===== src/sv/ihc_pkg.sv =====
// shared types and constants for the ipv4 header checker
`default_nettype none

package ihc_pkg;

    // largest packet length tracked by default
    localparam int MAX_PACKET_BYTES_DEF = 65535;

    // smallest legal header and packet length in bytes
    localparam int MIN_HEADER_BYTES = 20;

    // supported protocol numbers
    localparam logic [7:0] PROTO_ICMP = 8'd1;
    localparam logic [7:0] PROTO_UDP  = 8'd17;

    // verdict codes
    typedef enum logic [2:0] {
        ST_ICMP_OK      = 3'd0,
        ST_UDP_OK       = 3'd1,
        ST_SHORT        = 3'd2,
        ST_BAD_VERSION  = 3'd3,
        ST_BAD_IHL      = 3'd4,
        ST_BAD_CHECKSUM = 3'd5,
        ST_BAD_PROTO    = 3'd6
    } status_t;

    // header fields as captured so far
    typedef struct packed {
        logic [3:0]  version;
        logic [5:0]  hdr_len;
        logic [15:0] csum_acc;
        logic [15:0] stored_csum;
        logic [15:0] datagram_len;
        logic [7:0]  proto;
        logic [31:0] src_addr;
        logic [31:0] dst_addr;
    } hdr_fields_t;

endpackage

`default_nettype wire


===== src/sv/ihc_field_capture.sv =====
// byte counter, header field capture and running ones' complement sum
`default_nettype none

module ihc_field_capture #(
    parameter int MAX_PACKET_BYTES = ihc_pkg::MAX_PACKET_BYTES_DEF,
    localparam int CNT_W = $clog2(MAX_PACKET_BYTES + 1)
) (
    input  wire logic         clk,
    input  wire logic         rst_n,
    input  wire logic         step,
    input  wire logic [7:0]   data,
    input  wire logic         last,
    output ihc_pkg::hdr_fields_t fields_next,
    output logic [CNT_W-1:0]  packet_len
);

    import ihc_pkg::*;

    localparam int CMP_W = (CNT_W > 6) ? CNT_W : 6;

    // fixed byte offsets inside the header
    localparam int OFF_VER_IHL  = 0;
    localparam int OFF_TOTAL_HI = 2;
    localparam int OFF_TOTAL_LO = 3;
    localparam int OFF_PROTO    = 9;
    localparam int OFF_CSUM_HI  = 10;
    localparam int OFF_CSUM_LO  = 11;
    localparam int OFF_SRC      = 12;
    localparam int OFF_DST      = 16;

    logic [CNT_W-1:0] count_reg;
    logic [CNT_W-1:0] count_next;
    logic [7:0]       high_reg;
    logic [7:0]       high_next;
    hdr_fields_t      fields_reg;

    // 16-bit ones' complement add with end-around carry
    function automatic logic [15:0] ones_add(input logic [15:0] acc, input logic [15:0] word);
        logic [16:0] sum;
        sum = {1'b0, acc} + {1'b0, word};
        return sum[16] ? (sum[15:0] + 16'd1) : sum[15:0];
    endfunction

    // saturating byte index and packet length
    always_comb
    begin
        if (count_reg == CNT_W'(MAX_PACKET_BYTES))
        begin
            count_next = count_reg;
            packet_len = CNT_W'(MAX_PACKET_BYTES);
        end
        else
        begin
            count_next = count_reg + 1'b1;
            packet_len = count_reg + 1'b1;
        end
    end

    // field capture at fixed offsets and checksum update
    always_comb
    begin
        fields_next = fields_reg;
        high_next   = high_reg;

        if (count_reg == CNT_W'(OFF_VER_IHL))
        begin
            fields_next.version = data[7:4];
            fields_next.hdr_len = {data[3:0], 2'b00};
        end
        if (count_reg == CNT_W'(OFF_TOTAL_HI))
        begin
            fields_next.datagram_len = {data, 8'h00};
        end
        if (count_reg == CNT_W'(OFF_TOTAL_LO))
        begin
            fields_next.datagram_len = {fields_reg.datagram_len[15:8], data};
        end
        if (count_reg == CNT_W'(OFF_PROTO))
        begin
            fields_next.proto = data;
        end
        if (count_reg == CNT_W'(OFF_CSUM_HI))
        begin
            fields_next.stored_csum = {data, 8'h00};
        end
        if (count_reg == CNT_W'(OFF_CSUM_LO))
        begin
            fields_next.stored_csum = {fields_reg.stored_csum[15:8], data};
        end
        if (count_reg inside {[OFF_SRC:OFF_SRC + 3]})
        begin
            fields_next.src_addr = {fields_reg.src_addr[23:0], data};
        end
        if (count_reg inside {[OFF_DST:OFF_DST + 3]})
        begin
            fields_next.dst_addr = {fields_reg.dst_addr[23:0], data};
        end

        // only header bytes enter the sum, checksum word counts as zero
        if (CMP_W'(count_reg) < CMP_W'(fields_next.hdr_len))
        begin
            if (!count_reg[0])
            begin
                high_next = data;
            end
            else if (count_reg == CNT_W'(OFF_CSUM_LO))
            begin
                fields_next.csum_acc = ones_add(fields_reg.csum_acc, 16'h0000);
            end
            else
            begin
                fields_next.csum_acc = ones_add(fields_reg.csum_acc, {high_reg, data});
            end
        end
    end

    // state registers, cleared after the last byte of a packet
    always_ff @(posedge clk or negedge rst_n)
    begin
        if (!rst_n)
        begin
            count_reg  <= '0;
            high_reg   <= '0;
            fields_reg <= '0;
        end
        else if (step)
        begin
            if (last)
            begin
                count_reg  <= '0;
                high_reg   <= '0;
                fields_reg <= '0;
            end
            else
            begin
                count_reg  <= count_next;
                high_reg   <= high_next;
                fields_reg <= fields_next;
            end
        end
    end

endmodule

`default_nettype wire


===== config.mk =====
export PLATFORM = sky130hd
export DESIGN_NAME = ihc_field_capture
export DESIGN_NICKNAME = d
export VERILOG_FILES = /design/src/sv/ihc_pkg.sv /design/src/sv/ihc_field_capture.sv
export SDC_FILE = /design/constraint.sdc
export NUM_CORES = 1
export LEC_CHECK = 0
export ABC_AREA = 1
export BUFFER_PORTS_ARGS = -buffer_cell sky130_fd_sc_hd__clkbuf_2
export CORE_UTILIZATION = 62
export CTS_BUF_LIST = sky130_fd_sc_hd__clkbuf_4 sky130_fd_sc_hd__clkbuf_8 sky130_fd_sc_hd__clkbuf_16
export DETAILED_ROUTE_END_ITERATION = 10
export PLACE_DENSITY = 0.87
export SLEW_MARGIN = 40
export SYNTH_ARGS = -nofsm -noshare
export SYNTH_HDL_FRONTEND = slang
export SYNTH_SLANG_ARGS = --single-unit

===== constraint.sdc =====
create_clock -name clk -period 4.2 [get_ports clk]
set_input_delay 0.63 -clock clk [delete_from_list [all_inputs] [get_ports clk]]
set_output_delay 0.63 -clock clk [all_outputs]
set_load 0.02 [all_outputs]

# Word level (Yosys, flattened, before mapping)
# Index checks and enable logic that the tools add are counted.
# op_classes
n_addsub,3
muxes,19
n_reduce_logical,6
bitwise,0
div_mod_pow,0
shift,0
eq_ne,8
mul,0
magnitude_cmp,5
# ops
op,count
$mux W16,11
$mux W130,1
$mux W32,2
$eq A16 B4 Y1 const B,3
$add A16 B1 Y16 const B,2
$eq A16 B2 Y1 const B,2
$mux W8,4
$add A16 B16 Y17,1
$eq A16 B16 Y1 const B,1
$ge A16 B4 Y1 const B,1
$ge A16 B5 Y1 const B,1
$le A16 B4 Y1 const B,1
$le A16 B5 Y1 const B,1
$logic_not A16 Y1,1
$lt A16 B6 Y1,1
$mux W10,1
$ne A2 B2 Y1 const B,2
$reduce_and A3 Y1,1
$logic_and A1 B1 Y1,2
$reduce_and A2 Y1,1
$reduce_bool A2 Y1,1
# totals
ramBits,0
memories,0
wordCells,51
mem_bits_ro,0
latch_bits,0
regBits,154

# Longest topological paths before layout
# Gate-level depths: netlist of run 1.
# depth
ltp_word,7
ltp_mapped,22

# Worst setup path after synthesis of run 1
# OpenSTA, ideal clock, no wires.
# synth_timing
kind,register to output
from,register count_reg[0]
to,output fields_next[113] (netlist name)
arrival_time_ps,2987
path_slack_ps,583
path_buffers,2
stages_incl_launch_ff,21
cell_sequence,dfrtp_1 -> inv_2 -> ha_1 -> nand2_1 -> nor2_1 -> nand2_2 -> clkbuf_1 -> inv_1 -> nor2_1 -> inv_1 -> ha_1 -> nand2_1 -> nand2_1 -> nand2_1 -> nand2_1 -> nand2_1 -> nand3_1 -> buf_2 -> nand2_1 -> inv_2 -> a21oi_1
# synth_rtl
element,line,text
start: declaration,ihc_field_capture.sv:31,logic [CNT_W-1:0] count_reg;
start signal: assignment,ihc_field_capture.sv:136,count_reg <= count_next;
end: declaration,ihc_field_capture.sv:13,"output ihc_pkg::hdr_fields_t fields_next,"

==> results summary, run 1 <==
The run finished with clean final reports. The total track usage came out at 33.33%. The setup path with the least slack is of type flop to output port. At the end of routability-driven placement, the weighted congestion stood at 0.9030. The distinct cell type count of the synthesized netlist came out at 38. The number of antenna-violating nets in the routed design is 0.

The number of inserted filler cells in the final layout came out at 1121. The final count of pins violating max slew is 0. The total power density per cell area came out at 376.8 nW/um2.

The top-area cell type share of the netlist area came out at 41.99%. The antenna diode count is 0. The H-tree was split into 4 levels. The final hold violation count came out at 0. For this run, the leading register cell type out of synthesis is sky130_fd_sc_hd__dfrtp_1. Yosys attributes the largest share of cell area to sky130_fd_sc_hd__dfrtp_1 (42%), sky130_fd_sc_hd__nand2_1 (14%), sky130_fd_sc_hd__inv_1 (9.8%), sky130_fd_sc_hd__o21ai_0 (5.0%), sky130_fd_sc_hd__o22ai_1 (4.5%). STA classifies the critical path endpoint as an output port. The number of DRC markers in iteration 0 is 876. The die outline width came out at 123.7 um.

The vertical extent of the die came out at 123.7 um. The top cell type by total area after synthesis is sky130_fd_sc_hd__dfrtp_1. The number of flip-flops under the largest register name came out at 130.

The proportion of layout cells with a drive suffix above 1 is 16.50%. The count of yosys warnings during synthesis is 0. The number of remaining DRC errors came out at 0.

The number of cells on the worst reg-to-reg path is 14. The tightest min-delay check is of the input port to asynchronous set/reset pin type. The via count of the first global-routing pass is 8023. The count of final setup violators is 0. The placeable core region came out at 14480 um2. The number of antenna violations at the first check in global routing came out at 0.

The most instantiated library cell after synthesis is sky130_fd_sc_hd__nand2_1. At the pin with the least slew margin, the transition time is 0.7414 ns. Compared with the post-synthesis result, the final layout area differs by 17.70%. The worst clock skew on the final layout is 0.01217 ns. The first global-routing pass estimated 39030 um of wire. The wire-length estimate of the detail-placed layout is 17010 um. Across the run, the number of max-cap violations was 0. The per-instance average area after synthesis came out at 7.159 um2.

At the worst endpoint, the arrival time is 3.35 ns. 158 I/O pins were placed. The sequential area share after synthesis came out at 41.99%. The final critical path time including I/O delays and setup is 3.978 ns. Counting along the longest clock path gives a buffer depth of 2. The worst setup path is launched from a flop. The worst-case headroom to the max-slew limit came out at 50.57%. The maximum number of pins on one net before global-route repair is 103. The global-route congestion overflow total is 0. The number of sinks handled by clock tree synthesis is 154. Dividing the detail-routed wire length by the instance count gives 15.30 um.

The total number of nets in the final design came out at 1462. The effective utilization at floorplan came out at 63.39%. The root buffer cell chosen for the clock tree is sky130_fd_sc_hd__clkbuf_16. The total die area is 15290 um2. The number of flops mapped to enable cells by yosys is 0. The number of detailed-routing iterations run before antenna repair is 6. The cell row count came out at 44.

The total standard cell area after synthesis came out at 9178 um2. The maximum achievable frequency came out at 0.2514 GHz. The data required time at the worst endpoint is 3.57 ns. The final critical path takes up 94.71% of the cycle.

The leakage power of the design came out at 6.156 nW. The clock latency on the worst-skew pair came out at 0.43 ns. The async set-or-reset flop fraction in the synthesized netlist came out at 100.0%. The number of I/O port buffers came out at 157. The peak fanout along the critical path is 21.

VDD sags by at most 304.5 uV. The cell count after synthesis came out at 1282. The cts-stage hold buffer count came out at 0.

TritonCTS built the clock tree. After detailed routing, the number of vias per cell comes to 5.528. The aggregate negative setup slack is 0 ns. The net count after synthesis came out at 1321. Total power for the finished layout comes to 4.070 mW. Counting instances in the post-synthesis netlist gives the leading cell types as sky130_fd_sc_hd__nand2_1 (331), sky130_fd_sc_hd__inv_1 (239), sky130_fd_sc_hd__dfrtp_1 (154). The number of clock buffers added by TritonCTS is 17.

The total via count in the routed design came out at 8955. The total routed wirelength is 24790 um. The clock slew at the register clock pins of the worst setup and hold paths came out at 0.06 ns. The register bit total from synthesis is 154.
## cell usage in the layout (no fill, tap or decap), types with 26 or more instances in the layout
cell type                  count
sky130_fd_sc_hd__o21ai_1      45
sky130_fd_sc_hd__clkbuf_2    155
sky130_fd_sc_hd__a21oi_1      53
sky130_fd_sc_hd__o21ai_0      87
sky130_fd_sc_hd__ha_1         26
sky130_fd_sc_hd__nor2_1       84
sky130_fd_sc_hd__dfrtp_1     153
sky130_fd_sc_hd__nand3_1      50
sky130_fd_sc_hd__inv_1       239
sky130_fd_sc_hd__o22ai_1      66
sky130_fd_sc_hd__nand2_1     331
## layout make-up
cell class                 instances  area (um2)  area share [%]
clock inverter                    14       160.2           1.483
inverter                         249       940.9           8.711
clock buffer                      18       432.9           4.008
multi-input combinational        828        4230           39.16
sequential                       154        3855           35.69
tap                              184       230.2           2.131
timing repair buffer             173       952.2           8.815
## timing repair
item | 4_1_cts | 5_1_grt
setup endpoints to repair | 10 | 16
setup buffers | 0 | 0
resized for setup | 3 | 11
## worst paths after layout
path                                start                to  slack [ns]
hold / removal                      rst_n   fields_reg[113]        0.06
setup / recovery             count_reg[0]  fields_next[105]        0.22
max in group asynchronous           rst_n      count_reg[0]        3.47
setup reg to reg             count_reg[0]       high_reg[6]        1.27
hold reg to reg            fields_reg[59]    fields_reg[59]        0.51
min in group clk           fields_reg[59]    fields_reg[59]        0.51
## worst max-delay path: stages (launching register included)
cell and delay, ns:
sky130_fd_sc_hd__dfrtp_2 0.46, sky130_fd_sc_hd__inv_2 0.13, sky130_fd_sc_hd__ha_1 0.15, sky130_fd_sc_hd__nand2_1 0.06, sky130_fd_sc_hd__nor2_2 0.15, sky130_fd_sc_hd__nand2_4 0.14
sky130_fd_sc_hd__nand2_1 0.13, sky130_fd_sc_hd__o21ai_2 0.08, sky130_fd_sc_hd__ha_1 0.36, sky130_fd_sc_hd__a2111oi_4 0.35, sky130_fd_sc_hd__nand3_1 0.13, sky130_fd_sc_hd__buf_4 0.24
sky130_fd_sc_hd__inv_6 0.13, sky130_fd_sc_hd__nand2_1 0.07, sky130_fd_sc_hd__o21ai_1 0.11, sky130_fd_sc_hd__inv_1 0.06, sky130_fd_sc_hd__clkbuf_2 0.15
## routing by layer
layer  part of all wire [%]  GRT usage, %  vias to the layer above  wire length (um)
met3                    7.1         7.005                       59              1755
met5                      0             0                        -                 0
met4                    2.8         13.63                        0               706
li1                       -             -                     4376                 -
met1                     43         44.07                     4151             10540
met2                     48         53.37                      369             11790
## report_power, final
part           total (mW)  internal (mW)  leakage (nW)  switching (mW)
Clock                1.56          0.896         0.289           0.665
Combinational       0.923          0.276          3.74           0.646
Sequential           1.59           1.54          2.13          0.0427
Total                4.07           2.72          6.16            1.35
## metrics by stage
stage	cells	utilization, %	worst slack (ns)	instance area, um2	hold WS (ns)
floorplan	1282	-	0.5832	9178	0.3344
global placement	1587	69.95	0.4766	10130	0.4750
global route	1620	74.60	-0.05320	10800	0.06739
finish	1620	74.60	0.2223	10800	0.05816
CTS	1619	74.20	0.01695	10740	0.2678
detailed placement	1587	70.03	0.3416	10140	0.4856
## kinds of logic after synthesis
kind of cell | after synthesis | synth area share, %
buffers and inverters | 300 | 12.46
multiplexers | 1 | 0.1091
AO/OA/AOI/OAI | 284 | 17.76
adder cells (fa/ha/maj) | 27 | 3.763
AND/OR/NAND/NOR | 497 | 22.10
flip-flops | 154 | 41.99
XOR/XNOR | 19 | 1.813
Note: power is estimated with default switching activity, not from simulation.
==> inputs of run 2 (changes only) <==
clock period = 4.6 ns   (was 4.2 ns; I/O delays follow)
==> results summary, run 2 (synthesized netlist as in run 1, its figures left out) <==
The pre-CTS worst setup slack came to 0.6349 ns (+0.2933 ns). The average routed wire per standard cell came to 15.34 um (+0.24%). The cts-stage hold buffer count came out at 0 (unchanged). The weighted congestion reported at the end of routability-driven placement came to 0.9253 (+2.5%). The number of sinks handled by clock tree synthesis came out at 154 (unchanged). The clock slew at the register clock pins of the worst setup and hold paths is 0.07 ns (about the same).

The number of antenna-violating nets in the routed design came out at 0 (unchanged). The worst reg2reg path endpoint is fields_reg[105]. The global-route wire length before repair came out at 39300 um (+0.67%).

The total via count in the routed design is 8931 (-0.27%). The number of flip-flops under the largest register name came out at 130 (unchanged). The count of final setup violators is 0 (unchanged). The number of I/O port buffers came out at 157 (unchanged). The cell row count came out at 44 (unchanged). The flow ran to the end, and the final reports show no timing, DRC or antenna violations.

The met2 global-route usage came out at 53.61% (+0.24 points). The final hold violation count was 0 (unchanged). The die outline width is 123.7 um (unchanged).

The slowest stage of the critical path belongs to the cell sky130_fd_sc_hd__a2111oi_2. The final critical-path setup slack came out at 0.2700 ns (+0.04767 ns). The number of standard cells in the final layout excluding fillers was 1613 (-0.43%).

The cell depth of the worst setup path came to 15 (-1). The number of antenna violations at the first check in global routing is 0 (unchanged). The worst-case headroom to the max-slew limit came out at 49.95% (-0.62 points).

The antenna diode count was 0 (unchanged). The cell seen most often among critical-path stages is sky130_fd_sc_hd__nand2_1. The number of cells on the worst reg-to-reg path was 14 (unchanged).

The half-perimeter wire length of the detailed placement result was 16580 um (-2.6%). The reg-to-reg setup timing slack came to 1.37 ns (+0.10 ns). The worst setup path is launched from a flop. Leaving out fill and tap cells, the most frequent cell in the layout is sky130_fd_sc_hd__nand2_1. The total clock buffers created by CTS came out at 17 (unchanged).

STA classifies the critical path endpoint as an output port. The layout overhead on the synthesized area is 16.81%. The switching power share of the total came out at 32.86% (-0.42 points).

The vertical extent of the die came to 123.7 um (unchanged). The utilization of the core after routing came out at 74.04% (-0.56 points). The effective utilization at floorplan came out at 63.39% (unchanged). The maximum number of pins on one net before global-route repair is 94 (-8.7%). The worst path buffer plus inverter count was 4 (-1). The number of detailed-routing iterations run before antenna repair is 7 (+1). The number of DRC markers in iteration 0 came to 782 (-11%). The largest stage delay on the critical path came to 0.46 ns (about the same). In the layout the commonest cells are sky130_fd_sc_hd__nand2_1 (331), sky130_fd_sc_hd__inv_1 (239), sky130_fd_sc_hd__clkbuf_2 (155). The family with the most delay on the worst path is simple AND/OR/NAND/NOR gates.

The proportion of layout cells with a drive suffix above 1 is 15.89% (-0.62 points). Based on the critical path, the design can be clocked at up to 0.2309 GHz. The post-layout total power is 3.770 mW (-7.4%). The peak ir drop on the vdd network came out at 293.4 uV (-3.6%).

Counting I/O delays and the setup requirement, the final critical path takes 4.330 ns. The total number of nets in the final design is 1455 (-0.48%). The sequential share of power is 38.4% (-0.6 points). The total power density per cell area came out at 351.7 nW/um2 (-6.7%).

The via count of the first global-routing pass came out at 7952 (-0.88%). The peak fanout along the critical path is 21 (unchanged). The largest buffer count on any clock path came out at 2 (unchanged). Traced cell by cell, the critical path runs through nor2_1 > nand2_1 > nor2_2 > nand2_4 > nand2_1 > o21ai_0 > ha_1 > a2111oi_2 > nand3_1 > buf_4 > inv_2 > nand2_1 > o21ai_1 > inv_1 > clkbuf_2. The arrival time at the worst endpoint was 3.64 ns (+0.29 ns). The global-route congestion overflow total is 0 (unchanged). In this run the critical register-to-register path is launched from count_reg[12].

The number of inserted filler cells in the final layout is 1093 (-2.5%). The part of the power in the clock network is 39.6% (+1.2 points). The max-cap violation count came out at 0 (unchanged). The critical path ends at fields_next[105]. The number of placed I/O pins is 158 (unchanged). The met1 layer usage reported by global route came to 44.32% (+0.25 points). The critical setup path kind is flop to output port. The cell-internal power is 2.531 mW (-6.8%). The final count of pins violating max slew is 0 (unchanged). The launching element of the worst setup path is count_reg[12].

The number of remaining DRC errors came to 0 (unchanged). The clock latency on the worst-skew pair is 0.44 ns (about the same). In this run the most used layer during global routing was met2. The leakage power of the design is 6.103 nW (-0.86%). The total track usage was 33.58% (+0.25 points). The final period utilization came out at 94.13%. The net switching power came out at 1.239 mW (-8.5%). The portion of total power attributed to combinational logic is 22.1% (-0.6 points). The placeable core region came to 14480 um2 (unchanged). The actual slew at the worst max-slew pin is 0.7507 ns (+0.009279 ns). The placed standard-cell area came to 10080 um2 (-0.57%). The H-tree depth is 4 (unchanged). The tightest min-delay check is of the input port to asynchronous set/reset pin type. The data required time at the worst endpoint came to 3.91 ns (+0.34 ns). The clock tree root buffer cell is sky130_fd_sc_hd__clkbuf_16. The via density per instance came out at 5.537 (+0.16%). The met3 usage is 7.051% (+0.046 points). The total die area is 15290 um2 (unchanged). The worst clock skew on the final layout came out at 0.008308 ns (-0.003866 ns). The number of cells after detailed placement came out at 1581 (-0.38%). The post-route cell area came out at 10720 um2 (-0.75%). The total routed wirelength is 24750 um (-0.19%). The clock tree from TritonCTS is built.
## run 2: cell count changes in the layout (fill, tap and decap cells not counted), moves of 2 or more
cell,previous run,this run
sky130_fd_sc_hd__buf_4,13,8
sky130_fd_sc_hd__clkinvlp_4,2,5
sky130_fd_sc_hd__clkinv_2,3,1
sky130_fd_sc_hd__inv_8,2,0
sky130_fd_sc_hd__o21ai_0,87,89
## run 2: through the flow
| step | hold slack (ns) | TNS (ns) |
|---|---|---|
| 2_1_floorplan | 0.3944 | 0 |
| 3_3_place_gp | 0.4746 | 0 |
| 3_5_place_dp | 0.4804 | 0 |
| 4_1_cts | 0.3036 | 0 |
| 5_1_grt | 0.3399 | -0.01204 |
| 6_report | 0.2774 | 0 |
## run 2: worst min path at each step
stage | cells past startpoint | slack [ns] | end | from
global route | 1 | 0.34 | fields_reg[113] | rst_n
global placement | 2 | 0.47 | fields_reg[121] | fields_reg[121]
detailed placement | 2 | 0.48 | fields_reg[121] | fields_reg[121]
floorplan | 0 | 0.39 | count_reg[0] | rst_n
CTS | 1 | 0.30 | fields_reg[116] | rst_n
finish | 1 | 0.28 | fields_reg[113] | rst_n
## run 2: cell type report
class	count	area [um2]	share of cell area [%]
inverters	249	935.9	8.730
multi-input cells	828	4207	39.24
clock buffers	18	439.2	4.097
well taps	184	230.2	2.148
flip-flops and latches	154	3854	35.95
repair buffers	166	867.1	8.088
clock inverters	14	187.7	1.751
## run 2: worst reg2reg max path, cell delays in order, from the launching register on
cell	delay [ns]
sky130_fd_sc_hd__dfrtp_1	0.44
sky130_fd_sc_hd__nor2_1	0.13
sky130_fd_sc_hd__nand2_1	0.08
sky130_fd_sc_hd__nor2_2	0.32
sky130_fd_sc_hd__nand2_4	0.21
sky130_fd_sc_hd__nand2_1	0.10
sky130_fd_sc_hd__o21ai_0	0.17
sky130_fd_sc_hd__ha_1	0.27
sky130_fd_sc_hd__a2111oi_2	0.46
sky130_fd_sc_hd__nand3_1	0.15
sky130_fd_sc_hd__buf_4	0.25
sky130_fd_sc_hd__inv_2	0.22
sky130_fd_sc_hd__nand2_1	0.08
sky130_fd_sc_hd__o21ai_1	0.13
sky130_fd_sc_hd__o21ai_1	0.09
## run 2: power groups by stage
stage | Sequential [mW] | Combinational, mW | Clock (mW)
2_1_floorplan | 1.46 | 0.566 | 0
3_3_place_gp | 1.47 | 0.793 | 0
3_5_place_dp | 1.47 | 0.810 | 0
4_1_cts | 1.45 | 0.824 | 1.50
5_1_grt | 1.45 | 0.934 | 1.55
6_report | 1.45 | 0.831 | 1.49
## run 2: timing repair
item / 4_1_cts / 5_1_grt
resized for setup: 0 / 5
setup buffers: 0 / 0
endpoints found under the setup margin: 0 / 11
## run 2: metal layers
layer | wire length, um | share of wire, %
met1 | 10370 | 42
met2 | 11820 | 48
met3 | 1726 | 7.0
met4 | 837 | 3.4
met5 | 0 | 0
